--- config.mk ---
export PLATFORM = sky130hd
export DESIGN_NAME = cheat_code_to_mips_encoder_unit
export DESIGN_NICKNAME = d
export VERILOG_FILES = /design/src/hdl/cce_pkg.sv /design/src/hdl/cce_front.sv /design/src/hdl/cce_queue.sv /design/src/hdl/cce_back.sv /design/src/hdl/cheat_code_to_mips_encoder_unit.sv
export SDC_FILE = /design/constraint.sdc
export NUM_CORES = 1
export LEC_CHECK = 0
export BUFFER_PORTS_ARGS = -buffer_cell sky130_fd_sc_hd__clkbuf_2
export CORE_MARGIN = 10
export CORE_UTILIZATION = 46
export DETAILED_ROUTE_END_ITERATION = 10
export GPL_TIMING_DRIVEN = 0
export SLEW_MARGIN = 30
export SYNTH_ARGS = -nofsm -noshare
export SYNTH_HDL_FRONTEND = slang
export SYNTH_SLANG_ARGS = --single-unit
--- constraint.sdc ---
create_clock -name clk_i -period 6.83 [get_ports clk_i]
set_input_delay 1.366 -clock clk_i [delete_from_list [all_inputs] [get_ports clk_i]]
set_output_delay 1.366 -clock clk_i [all_outputs]
set_load 0.01 [all_outputs]
--- src/hdl/cce_pkg.sv ---
// ----------------------------------------------------------------------------
// Cheat code encoder package
// Shared types, constants and instruction helpers for the cheat code encoder.
// ----------------------------------------------------------------------------
package cce_pkg;

  localparam logic [4:0] RegK0 = 5'd26;
  localparam logic [4:0] RegK1 = 5'd27;

  localparam logic [5:0] OpLui = 6'h0F;
  localparam logic [5:0] OpOri = 6'h0D;
  localparam logic [5:0] OpLbu = 6'h24;
  localparam logic [5:0] OpLhu = 6'h25;
  localparam logic [5:0] OpSb  = 6'h28;
  localparam logic [5:0] OpSh  = 6'h29;
  localparam logic [5:0] OpBeq = 6'h04;
  localparam logic [5:0] OpBne = 6'h05;

  localparam logic [31:0] JrK0Word  = 32'h0340_0008;
  localparam logic [31:0] AddrMask  = 32'hA07F_FFFF;
  localparam logic [31:0] HiRound   = 32'h0000_8000;
  localparam logic [3:0]  CondNib   = 4'hD;
  localparam logic [15:0] BranchOff = 16'd3;

  localparam logic [1:0] StOk       = 2'd0;
  localparam logic [1:0] StCapacity = 2'd1;
  localparam logic [1:0] StAtoms    = 2'd2;
  localparam logic [1:0] StDangling = 2'd3;

  localparam logic [1:0] CfgPreFirst  = 2'd0;
  localparam logic [1:0] CfgPreSecond = 2'd1;
  localparam logic [1:0] CfgCapacity  = 2'd2;
  localparam logic [1:0] CfgAtomLimit = 2'd3;

  typedef enum logic [1:0] {
    OP_COND,
    OP_WRITE,
    OP_TAIL,
    OP_FAIL
  } op_e;

  typedef struct packed {
    op_e         op;
    logic [15:0] hi;
    logic [15:0] lo;
    logic [15:0] val;
    logic        w16;
    logic        ne;
    logic        guarded;
    logic [1:0]  status;
    logic [7:0]  codes;
    logic [7:0]  atoms;
  } cmd_t;

  typedef struct packed {
    logic [31:0] instr_word;
    logic        atom_end;
    logic [2:0]  atom_words;
    logic        last;
    logic [1:0]  status;
    logic [7:0]  code_count;
    logic [7:0]  atom_count;
  } res_t;

  function automatic logic [31:0] itype(logic [5:0] op, logic [4:0] rs, logic [4:0] rt,
                                        logic [15:0] imm);
    return {op, rs, rt, imm};
  endfunction

endpackage

--- src/hdl/cce_front.sv ---
// ----------------------------------------------------------------------------
// Cheat code encoder front end
// Accepts list items, runs the capacity and block checks and queues commands.
// ----------------------------------------------------------------------------
module cce_front #(
  parameter int MAX_PROGRAM_WORDS = 4095
) (
  input  logic           clk_i,
  input  logic           rst_ni,
  input  logic           in_valid_i,
  output logic           in_ready_o,
  input  logic           kind_i,
  input  logic [31:0]    code_word_i,
  input  logic [31:0]    value_word_i,
  input  logic [11:0]    word_capacity_i,
  input  logic [7:0]     atom_limit_i,
  input  logic           q_full_i,
  output logic           push_o,
  output cce_pkg::cmd_t  cmd_o
);
  import cce_pkg::*;

  localparam logic [11:0] MaxLim = (MAX_PROGRAM_WORDS < 4095) ? 12'(MAX_PROGRAM_WORDS) : 12'hFFF;

  logic        guard_q, guard_d;
  logic [12:0] words_q, words_d;
  logic [7:0]  blocks_q, blocks_d;
  logic [7:0]  codes_q, codes_d;
  logic [1:0]  fail_q, fail_d;

  logic [11:0] lim;
  logic [31:0] addr;
  logic [31:0] hi_sum;
  logic [7:0]  ctype;
  logic        accept;
  logic        cap_tail, cap_cond, cap_write, atom_full;
  logic [1:0]  end_st;

  assign in_ready_o = !q_full_i;
  assign accept     = in_valid_i && in_ready_o;
  assign lim        = (word_capacity_i < MaxLim) ? word_capacity_i : MaxLim;
  assign addr       = code_word_i & AddrMask;
  assign hi_sum     = addr + HiRound;
  assign ctype      = code_word_i[31:24];
  assign cap_tail   = ({1'b0, words_q} + 14'd4) > {2'b00, lim};
  assign cap_cond   = ({1'b0, words_q} + 14'd11) > {2'b00, lim};
  assign cap_write  = ({1'b0, words_q} + 14'd7) > {2'b00, lim};
  assign atom_full  = blocks_q >= atom_limit_i;

  always_comb begin
    end_st = fail_q;
    if (end_st == StOk && guard_q) begin
      end_st = StDangling;
    end
    if (end_st == StOk) begin
      if (cap_tail) begin
        end_st = StCapacity;
      end else if (atom_full) begin
        end_st = StAtoms;
      end
    end
  end

  always_comb begin
    guard_d  = guard_q;
    words_d  = words_q;
    blocks_d = blocks_q;
    codes_d  = codes_q;
    fail_d   = fail_q;
    push_o   = 1'b0;

    cmd_o.op      = OP_WRITE;
    cmd_o.hi      = hi_sum[31:16];
    cmd_o.lo      = addr[15:0];
    cmd_o.val     = ctype[0] ? value_word_i[15:0] : {8'h00, value_word_i[7:0]};
    cmd_o.w16     = ctype[0];
    cmd_o.ne      = ctype[1];
    cmd_o.guarded = guard_q;
    cmd_o.status  = end_st;
    cmd_o.codes   = codes_q;
    cmd_o.atoms   = blocks_q;

    if (accept) begin
      if (kind_i) begin
        push_o = 1'b1;
        if (end_st != StOk) begin
          cmd_o.op = OP_FAIL;
        end else begin
          cmd_o.op    = OP_TAIL;
          cmd_o.atoms = blocks_q + 8'd1;
        end
        guard_d  = 1'b0;
        words_d  = '0;
        blocks_d = '0;
        codes_d  = '0;
        fail_d   = StOk;
      end else if (fail_q == StOk) begin
        if (!guard_q && ctype[7:4] == CondNib) begin
          if (cap_cond) begin
            fail_d = StCapacity;
          end else if (atom_full) begin
            fail_d = StAtoms;
          end else begin
            push_o   = 1'b1;
            cmd_o.op = OP_COND;
            words_d  = words_q + 13'd4;
            guard_d  = 1'b1;
          end
        end else if (!guard_q && cap_write) begin
          fail_d = StCapacity;
        end else if (!guard_q && atom_full) begin
          fail_d = StAtoms;
        end else begin
          push_o   = 1'b1;
          words_d  = words_q + 13'd3;
          blocks_d = blocks_q + 8'd1;
          codes_d  = codes_q + 8'd1;
          guard_d  = 1'b0;
        end
      end
    end
  end

  always_ff @(posedge clk_i or negedge rst_ni) begin
    if (!rst_ni) begin
      guard_q  <= 1'b0;
      words_q  <= '0;
      blocks_q <= '0;
      codes_q  <= '0;
      fail_q   <= StOk;
    end else begin
      guard_q  <= guard_d;
      words_q  <= words_d;
      blocks_q <= blocks_d;
      codes_q  <= codes_d;
      fail_q   <= fail_d;
    end
  end

endmodule

--- src/hdl/cce_queue.sv ---
// ----------------------------------------------------------------------------
// Cheat code encoder command queue
// Two-entry queue that decouples the front end from the word sequencer.
// ----------------------------------------------------------------------------
module cce_queue (
  input  logic           clk_i,
  input  logic           rst_ni,
  input  logic           push_i,
  input  cce_pkg::cmd_t  cmd_i,
  output logic           full_o,
  input  logic           pop_i,
  output logic           valid_o,
  output cce_pkg::cmd_t  cmd_o
);
  import cce_pkg::*;

  cmd_t       mem_q [2];
  logic       wr_ptr_q, rd_ptr_q;
  logic [1:0] count_q, count_d;

  assign full_o  = count_q == 2'd2;
  assign valid_o = count_q != 2'd0;
  assign cmd_o   = mem_q[rd_ptr_q];

  always_comb begin
    count_d = count_q;
    if (push_i && !pop_i) begin
      count_d = count_q + 2'd1;
    end else if (pop_i && !push_i) begin
      count_d = count_q - 2'd1;
    end
  end

  always_ff @(posedge clk_i) begin
    if (push_i) begin
      mem_q[wr_ptr_q] <= cmd_i;
    end
  end

  always_ff @(posedge clk_i or negedge rst_ni) begin
    if (!rst_ni) begin
      wr_ptr_q <= 1'b0;
      rd_ptr_q <= 1'b0;
      count_q  <= '0;
    end else begin
      count_q <= count_d;
      if (push_i) begin
        wr_ptr_q <= !wr_ptr_q;
      end
      if (pop_i) begin
        rd_ptr_q <= !rd_ptr_q;
      end
    end
  end

endmodule

--- src/hdl/cce_back.sv ---
// ----------------------------------------------------------------------------
// Cheat code encoder back end
// Expands queued commands into output words, one word per cycle unless stalled.
// ----------------------------------------------------------------------------
module cce_back (
  input  logic           clk_i,
  input  logic           rst_ni,
  input  logic           q_valid_i,
  input  cce_pkg::cmd_t  cmd_i,
  output logic           pop_o,
  input  logic [31:0]    preamble_first_i,
  input  logic [31:0]    preamble_second_i,
  output logic           out_valid_o,
  input  logic           out_ready_i,
  output cce_pkg::res_t  res_o
);
  import cce_pkg::*;

  logic [1:0] step_q, step_d;
  logic       out_valid_q, out_valid_d;
  res_t       res_q, res_d;
  logic       load;
  logic       last_step;

  assign load        = q_valid_i && (!out_valid_q || out_ready_i);
  assign pop_o       = load && last_step;
  assign out_valid_o = out_valid_q;
  assign res_o       = res_q;

  always_comb begin
    res_d     = '0;
    last_step = 1'b0;
    unique case (cmd_i.op)
      OP_COND: begin
        last_step = step_q == 2'd3;
        unique case (step_q)
          2'd0: res_d.instr_word = itype(OpLui, 5'd0, RegK0, cmd_i.hi);
          2'd1: res_d.instr_word = itype(cmd_i.w16 ? OpLhu : OpLbu, RegK0, RegK0, cmd_i.lo);
          2'd2: res_d.instr_word = itype(OpOri, 5'd0, RegK1, cmd_i.val);
          default: res_d.instr_word = itype(cmd_i.ne ? OpBeq : OpBne, RegK0, RegK1, BranchOff);
        endcase
      end
      OP_WRITE: begin
        last_step = step_q == 2'd2;
        unique case (step_q)
          2'd0: res_d.instr_word = itype(OpLui, 5'd0, RegK0, cmd_i.hi);
          2'd1: res_d.instr_word = itype(OpOri, 5'd0, RegK1, cmd_i.val);
          default: begin
            res_d.instr_word = itype(cmd_i.w16 ? OpSh : OpSb, RegK0, RegK1, cmd_i.lo);
            res_d.atom_end   = 1'b1;
            res_d.atom_words = cmd_i.guarded ? 3'd7 : 3'd3;
          end
        endcase
      end
      OP_TAIL: begin
        last_step = step_q == 2'd3;
        unique case (step_q)
          2'd0: res_d.instr_word = preamble_first_i;
          2'd1: res_d.instr_word = preamble_second_i;
          2'd2: res_d.instr_word = JrK0Word;
          default: begin
            res_d.atom_end   = 1'b1;
            res_d.atom_words = 3'd4;
            res_d.last       = 1'b1;
            res_d.status     = StOk;
            res_d.code_count = cmd_i.codes;
            res_d.atom_count = cmd_i.atoms;
          end
        endcase
      end
      default: begin
        last_step        = 1'b1;
        res_d.last       = 1'b1;
        res_d.status     = cmd_i.status;
        res_d.code_count = cmd_i.codes;
        res_d.atom_count = cmd_i.atoms;
      end
    endcase
  end

  always_comb begin
    step_d      = step_q;
    out_valid_d = out_valid_q && !out_ready_i;
    if (load) begin
      out_valid_d = 1'b1;
      step_d      = last_step ? 2'd0 : step_q + 2'd1;
    end
  end

  always_ff @(posedge clk_i) begin
    if (load) begin
      res_q <= res_d;
    end
  end

  always_ff @(posedge clk_i or negedge rst_ni) begin
    if (!rst_ni) begin
      step_q      <= '0;
      out_valid_q <= 1'b0;
    end else begin
      step_q      <= step_d;
      out_valid_q <= out_valid_d;
    end
  end

endmodule

--- src/hdl/cheat_code_to_mips_encoder_unit.sv ---
// ----------------------------------------------------------------------------
// Cheat code to MIPS encoder
// Turns a list of cheat lines into a short MIPS program using only k0 and k1.
// ----------------------------------------------------------------------------
// A conditional line yields four words, a write line three and the end item
// a four-word tail, or a single status result if the list failed. Words leave
// through a registered output at one word per cycle unless out_ready_i stalls
// them; the output sequencer sets that rate. The front end checks and
// classifies each item and hands it to the sequencer through a two-entry queue,
// so input items keep being taken while earlier words are still going out, as
// long as the queue has room. Items that fail or are swallowed after a failure
// produce no words.
// Configuration writes are taken every cycle.
module cheat_code_to_mips_encoder_unit #(
  parameter int MAX_PROGRAM_WORDS = 4095
) (
  input  logic        clk_i,
  input  logic        rst_ni,
  input  logic        cfg_valid_i,
  output logic        cfg_ready_o,
  input  logic [1:0]  cfg_index_i,
  input  logic [31:0] cfg_data_i,
  input  logic        in_valid_i,
  output logic        in_ready_o,
  input  logic        kind_i,
  input  logic [31:0] code_word_i,
  input  logic [31:0] value_word_i,
  output logic        out_valid_o,
  input  logic        out_ready_i,
  output logic [31:0] instr_word_o,
  output logic        atom_end_o,
  output logic [2:0]  atom_words_o,
  output logic        last_o,
  output logic [1:0]  status_o,
  output logic [7:0]  code_count_o,
  output logic [7:0]  atom_count_o
);
  import cce_pkg::*;

  logic [31:0] pre_first_q, pre_second_q;
  logic [11:0] capacity_q;
  logic [7:0]  atom_limit_q;

  logic q_full, q_valid, push, pop;
  cmd_t push_cmd, head_cmd;
  res_t res;

  assign cfg_ready_o = 1'b1;

  always_ff @(posedge clk_i or negedge rst_ni) begin
    if (!rst_ni) begin
      pre_first_q  <= '0;
      pre_second_q <= '0;
      capacity_q   <= 12'd512;
      atom_limit_q <= 8'd48;
    end else if (cfg_valid_i) begin
      case (cfg_index_i)
        CfgPreFirst:  pre_first_q  <= cfg_data_i;
        CfgPreSecond: pre_second_q <= cfg_data_i;
        CfgCapacity:  capacity_q   <= cfg_data_i[11:0];
        default:      atom_limit_q <= cfg_data_i[7:0];
      endcase
    end
  end

  cce_front #(
    .MAX_PROGRAM_WORDS(MAX_PROGRAM_WORDS)
  ) u_front (
    .clk_i          (clk_i),
    .rst_ni         (rst_ni),
    .in_valid_i     (in_valid_i),
    .in_ready_o     (in_ready_o),
    .kind_i         (kind_i),
    .code_word_i    (code_word_i),
    .value_word_i   (value_word_i),
    .word_capacity_i(capacity_q),
    .atom_limit_i   (atom_limit_q),
    .q_full_i       (q_full),
    .push_o         (push),
    .cmd_o          (push_cmd)
  );

  cce_queue u_queue (
    .clk_i  (clk_i),
    .rst_ni (rst_ni),
    .push_i (push),
    .cmd_i  (push_cmd),
    .full_o (q_full),
    .pop_i  (pop),
    .valid_o(q_valid),
    .cmd_o  (head_cmd)
  );

  cce_back u_back (
    .clk_i            (clk_i),
    .rst_ni           (rst_ni),
    .q_valid_i        (q_valid),
    .cmd_i            (head_cmd),
    .pop_o            (pop),
    .preamble_first_i (pre_first_q),
    .preamble_second_i(pre_second_q),
    .out_valid_o      (out_valid_o),
    .out_ready_i      (out_ready_i),
    .res_o            (res)
  );

  assign instr_word_o = res.instr_word;
  assign atom_end_o   = res.atom_end;
  assign atom_words_o = res.atom_words;
  assign last_o       = res.last;
  assign status_o     = res.status;
  assign code_count_o = res.code_count;
  assign atom_count_o = res.atom_count;

endmodule

; ---- Yosys cells after proc, flatten, opt, wreduce, memory -nomap -nowiden
; Memories as Yosys holds them, arrays and structs flattened.
; Cells that the tools add are included.
[classes]
n_eq_ne = 17
n_lt_le_gt_ge = 5
muxes = 74
n_addsub = 11
n_reduce_logical = 41
bitwise_logic = 1
[op_table]
columns = operator, count
row1 = $pmux 32 s3, 3
row2 = $mux 8, 13
row3 = $mux 13, 7
row4 = $pmux 32 s2, 1
row5 = $gt 14x12->1, 3
row6 = $mux 2, 19
row7 = $pmux 19 s2, 1
row8 = $add 32x16->32 const B, 1
row9 = $add 13x3->14 const B, 2
row10 = $mux 1, 23
row11 = $mux 23, 1
row12 = $add 8x1->8 const B, 2
row13 = $mux 16, 1
row14 = $add 13x4->14 const B, 1
row15 = $add 13x2->13 const B, 1
row16 = $add 13x3->13 const B, 1
row17 = $lt 12x12->1 const B, 1
row18 = $mux 12, 1
row19 = $eq 2x2->1 const B, 5
row20 = $logic_and 1x1->1, 10
row21 = $logic_not 2->1, 5
row22 = $ge 8x8->1, 1
row23 = $logic_not 1->1, 8
row24 = $pmux 4 s2, 1
row25 = 21 further kinds, 37
[word_totals]
register_bits = 178
ramBits = 142
out_inout_bits = 58
n_memories = 1
wordCells = 171
[memory_table]
columns = name, words, word_bits, read_ports, rd_ports_with_merged_regs, write_ports, line_no
row1 = u_queue.mem_q, 2, 71, 1, 0, 1, cce_queue.sv:17  ; cmd_t mem_q [2];

; ---- Logic depth before layout (Yosys ltp)
[logic_depth]
word_depth = 13
ltp_mapped = 20
ltp_nobuf = 19

; ---- Modules after synthesis
; Synthesis repeated with hierarchy kept, for this count alone.
[hier_totals]
hier_cells = 1269
area_unflattened_um2 = 16582.2
[by_module_without_submodules]
columns = module, area_each_um2, instances, cells_per_inst, seq_area_each_um2
row1 = cce_queue, 5662.9, 1, 237, 4364.2
row2 = cce_front, 4212.8, 1, 547, 800.8
row3 = cce_back, 3529.6, 1, 304, 1696.6
row4 = cheat_code_to_mips_encoder_unit, 3176.8, 1, 181, 2105.8

; ---- Least setup slack after synthesis
; No wires, ideal clock.
[synth_path]
path_kind = reg-to-reg
from = reg u_front.words_q[0]
to = mem u_queue.mem_q[0][0] (netlist name), enable pin
setup_ns = 0.489
t_arrival_ns = 5.723
path_stages_with_launch = 16
n_path_buf = 0
t_required_ns = 6.341
setup_slack_ns = 0.618
cell_sequence = dfrtp_1 -> inv_1 -> ha_1 -> nand2b_1 -> a21oi_1 -> nand2_1 -> xnor2_1 -> ha_1 -> nand3_1 -> nor4b_2 -> nand4b_1 -> o41ai_2 -> a41oi_1 -> o211ai_2 -> a21oi_2 -> nor2_1
[synth_between]
elab_chain_len = 10
word_cells_on_any_way = 13
cone_classes = add/sub (2) / order compare (2) / mux (8) / reduce/logical (1)
[synth_rtl]
columns = element, line_no
row1 = start: declaration, cce_front.sv:26  ; logic [12:0] words_q, words_d;
row2 = start signal: assignment, cce_front.sv:133  ; words_q <= words_d;
row3 = $add 13x3->14, cce_front.sv:47  ; assign cap_write = ({1'b0, words_q} + 14'd7) > {2'b00, lim};
row4 = $gt 14x12->1, cce_front.sv:47
row5 = $logic_and 1x1->1, cce_front.sv:109  ; end else if (!guard_q && cap_write) begin
row6 = $mux 1, cce_front.sv:109
row7 = $mux 1 (*), cce_front.sv:98  ; if (!guard_q && ctype[7:4] == CondNib) begin
row8 = $mux 1 (*), cce_front.sv:97  ; end else if (fail_q == StOk) begin
row9 = $mux 1 (*), cce_front.sv:84  ; if (kind_i) begin
row10 = $mux 1 (*), cce_front.sv:83  ; if (accept) begin
row11 = $mux 1 (*), cce_queue.sv:35  ; if (push_i) begin
row12 = $mux 1 (not written as such) (*), cce_queue.sv:36  ; mem_q[wr_ptr_q] <= cmd_i;
row13 = end: declaration, cce_queue.sv:17
; Every way passes the cells marked *; elsewhere a longest branch is shown, timed or not.

; ---- Worst setup path in the final report
[layout_path]
from = reg u_front.words_q[0]
to = mem u_queue.mem_q[1][23] (netlist name), enable pin
; The elaborated chain is that of the path after synthesis.

==> results.md <==
- The flow ran to the end, and the final reports show no timing, DRC or antenna violations.
- The time the worst path needs with I/O delays and setup is 5.32 ns.
- After detailed routing, the average wire length per cell comes to 21.4 µm.
- At the pin with the least slew margin, the transition time is 0.824 ns.
- The synthesized area divided by synthesized cell count is 12.3 µm².
- The final count of pins violating max slew is 0.
- The synthesis warning total is 0.
- On the final layout, the worst clock skew is 0.0197 ns.
- Setup repair after global routing left no endpoint under its margin.
- The mapped netlist covers 15,200 µm².
- In this run, post-CTS hold repair placed 0 buffers.
- Counting distinct cell types in the post-synthesis netlist gives 74.
- Summed over all nets, the half-perimeter wirelength after detailed placement is 29,600 µm.
- The total setup buffers inserted after CTS is 0.
- The number of antenna violations at the first check in global routing was 1.
- Of the cells placed in the final design, the portion with a size suffix greater than 1 is 23.3%.
- The clock tree buffer depth is 3.
- After detailed routing, the total wire length is 40,500 µm.
- The die covers 40,700 µm².
- After detailed routing, the number of vias per cell comes to 5.63.
- Summed over all instances, the cell type with the most area after synthesis is sky130_fd_sc_hd__edfxtp_1.
- The clock edge transition at the registers on the reported setup and hold paths is 0.06 ns.
- STA classifies the critical path startpoint as a flop.
- The maximum number of pins on one net before global-route repair is 84.
- The count of nets left with antenna violations after detail routing is 0.
- Data arrives at the worst endpoint at 5.54 ns.
- Power spread over the standard cell area amounts to 441 nW/µm².
- The first global-routing pass estimated 62,600 µm of wire.
- The number of DRC markers in iteration 0 is 791.
- The class of the most critical hold timing path is flop to flop.
- Along the worst hold path, the cell count comes to 2.
- The number of failing hold endpoints at the final stage is 0.
- The highest clock rate is 188 MHz.
- The number of fillers in the final layout is 2,860.
- The area share of the largest cell type after synthesis is 36.4%.
- The worst-case hold slack is 0.502 ns.
- In this run the core area contains 66 standard-cell rows.
- The number of diodes is 0.
- TritonCTS built the clock tree.
- The first-pass iteration count of the detailed router is 6.
- Max-cap violations in this run came to 0.
- The maximum level of the CTS H-tree is 2.
- The share of synthesized flip-flops with an asynchronous set or reset is 40.1%.
- The critical setup path kind is flop to flop.
- The synthesized netlist net count is 1,394.
- The worst max-slew margin expressed relative to the limit is 45.1%.
- The post-synthesis instance total is 1,239.
- In this run, synthesis produced a sequential element count of 307.
- Counting flops with a built-in enable in the synthesized netlist gives 184.
- The total routing usage reported by global routing is 19.5%.
- The data required time at the worst endpoint is 7.05 ns.
- The congestion estimate from routability-driven global placement came to 0.881.
- The core area is 32,500 µm².
- Compared with the post-synthesis result, the final layout area differs by 16.8%.
- The post-synthesis sequential area ratio is 56.7%.
- The root buffer cell is sky130_fd_sc_hd__clkbuf_16.
- The depth of the worst register-to-register path is 17.
- The number of sinks driven by the clock tree is 307.
- The initial cell density of the core is 46.7%.
- The endpoint kind of the worst setup timing path is a flop.
- The analysis attributes to cell leakage a power of 7.17 nW.
- Across the VDD grid, the largest voltage drop is 0.266 mV.
- For this block, the via count after detailed routing is 10,600.
- By area the synthesized netlist is led by sky130_fd_sc_hd__edfxtp_1 (36%), sky130_fd_sc_hd__dfrtp_1 (20%), sky130_fd_sc_hd__mux2_2 (8.5%).
- The insertion delay to the later sink of the worst-skew pair is 0.52 ns.
- The number of I/O port buffers is 140.
- Measured along the x axis, the die boundary spans 202 µm.
- The share of the cycle needed by the critical path after routing is 77.9%.
- The number of resized instances in the post-cts repair step is 0.
- The number of nets in the layout is 1,578.
- The fraction of the core area covered by cells at the end of the flow is 54.5%.
- The highest net fanout along the worst path is 22.
- TritonCTS created 34 clock buffers.
- The number of global-route vias before repair is 10,800.
- Setup violations remaining at the end of the flow were counted as 0.
- 162 I/O pins were placed.
- The final standard cell count with taps included and fillers excluded is 1,890.
- The total congestion overflow after global routing is 0.
- In the synthesized netlist the dominant register cell turns out to be sky130_fd_sc_hd__edfxtp_1.
- The die extent in y is 202 µm.
- The number of placed instances, taps included, is 1,829.
- For this run, design rule violations remaining after detail routing come to 0.
sequential cells by signal (all words and copies together), names as in the netlist, 8 cells and up:
signal            count
u_front.blocks_q      8
pre_second_q         32
capacity_q           12
pre_first_q          32
u_front.words_q      13
u_front.codes_q       8
atom_limit_q          8
u_back.res_o         54
u_queue.mem_q       130
synthesized netlist by cell type (all sizes together), types with 6 or more instances:
cell and count:
a21oi 52, a221oi 8, a22o 21, a22oi 26, a31oi 7, and2 11, and3 9, buf 23
clkbuf 52, dfrtp 120, edfxtp 184, ha 51, inv 54, mux2 115, mux2i 43, nand2 69
nand2b 15, nand3 40, nand4 17, nor2 61, nor2b 15, nor3 10, o2111ai 7, o211ai 29
o21a 6, o21ai 45, o22ai 6, or2 6, or3 15, or4 8, xnor2 36, xor2 15
path summary, 6_finish.rpt:
check / start / endpoint / slack [ns]
setup / recovery: u_front.words_q[0]$_DFFE_PN0P_ / u_queue.mem_q[1][23]$_DFFE_PP_ / 1.51
hold / removal: u_back.out_valid_o$_DFF_PN0_ / u_back.out_valid_o$_DFF_PN0_ / 0.50
setup reg to reg: u_front.words_q[0]$_DFFE_PN0P_ / u_queue.mem_q[1][23]$_DFFE_PP_ / 1.51
hold reg to reg: u_back.out_valid_o$_DFF_PN0_ / u_back.out_valid_o$_DFF_PN0_ / 0.50
max in group asynchronous: rst_ni / atom_limit_q[4]$_DFFE_PN1P_ / 5.30
min in group asynchronous: rst_ni / u_front.words_q[8]$_DFFE_PN0P_ / 0.78
power breakdown:
group | internal [mW] | switching [mW]
clock | 1.05 | 0.728
combinational | 1.22 | 1.94
sequential | 2.62 | 0.261
per-layer routing:
metal	track usage [%]	vias up	share of wire, %
met3	2.97	62	4.7
met1	25.0	5260	42
met4	5.42	0	2.4
met5	0	-	0
li1	-	4991	-
met2	33.5	320	50
cell families after synthesis:
family / share of synthesized area, %
adders and majority gates: 4.33
buffers and inverters: 3.41
muxes: 11.4
DFF: 56.7
AOI/OAI and AO/OA: 11.3
other: 0.0247
xor gates and xnor gates: 3.10
and+or+nand+nor: 9.76
area by class of cell:
| cell class | count | area (µm²) | share of cell area (%) |
|---|---|---|---|
| Tap cell | 442 | 553 | 3.12 |
| Clock buffer | 52 | 1000 | 5.64 |
| Timing Repair Buffer | 148 | 897 | 5.06 |
| Inverter | 55 | 209 | 1.18 |
| Clock inverter | 9 | 82.6 | 0.466 |
| Buffer | 75 | 312 | 1.76 |
| Multi-Input combinational cell | 802 | 6070 | 34.3 |
| Sequential cell | 307 | 8610 | 48.5 |
critical path, stage by stage, from the launching register on:
cell and delay [ns]:
sky130_fd_sc_hd__dfrtp_1 0.55, sky130_fd_sc_hd__inv_1 0.12, sky130_fd_sc_hd__ha_1 0.32, sky130_fd_sc_hd__nand2b_1 0.33, sky130_fd_sc_hd__a21oi_1 0.30, sky130_fd_sc_hd__nand2_1 0.10
sky130_fd_sc_hd__xnor2_1 0.14, sky130_fd_sc_hd__ha_1 0.33, sky130_fd_sc_hd__nand3_1 0.10, sky130_fd_sc_hd__nor4b_2 0.26, sky130_fd_sc_hd__nand4b_1 0.17, sky130_fd_sc_hd__o41ai_2 0.43
sky130_fd_sc_hd__a41oi_1 0.29, sky130_fd_sc_hd__o211ai_2 0.30, sky130_fd_sc_hd__a21oi_2 0.32, sky130_fd_sc_hd__nor2_4 0.50, sky130_fd_sc_hd__buf_16 0.24, sky130_fd_sc_hd__buf_16 0.19
stage by stage:
step,power (mW),cell area [µm²],setup TNS [ns],setup slack (ns)
finish,7.83,17700,0,1.51
global route,8.33,17700,0,1.13
CTS,7.89,17700,0,1.52
detailed placement,6.09,16700,0,1.55
global placement,5.99,16400,-269.83,-2.09
floorplan,4.96,15200,0,0.618
placed cells by master, fill, tap and decap left out, types with 26 or more instances in the layout:
master	count
sky130_fd_sc_hd__o21ai_0	45
sky130_fd_sc_hd__mux2i_1	43
sky130_fd_sc_hd__dfrtp_1	120
sky130_fd_sc_hd__xnor2_1	36
sky130_fd_sc_hd__nor2_1	59
sky130_fd_sc_hd__nand3_1	40
sky130_fd_sc_hd__o211ai_1	28
sky130_fd_sc_hd__inv_1	53
sky130_fd_sc_hd__ha_1	51
sky130_fd_sc_hd__edfxtp_1	184
sky130_fd_sc_hd__a21oi_1	51
sky130_fd_sc_hd__clkbuf_1	64
sky130_fd_sc_hd__nand2_1	69
sky130_fd_sc_hd__a22oi_1	26
sky130_fd_sc_hd__clkbuf_16	36
sky130_fd_sc_hd__clkbuf_2	139
sky130_fd_sc_hd__mux2_2	115
(Power assumes the default switching activity.)
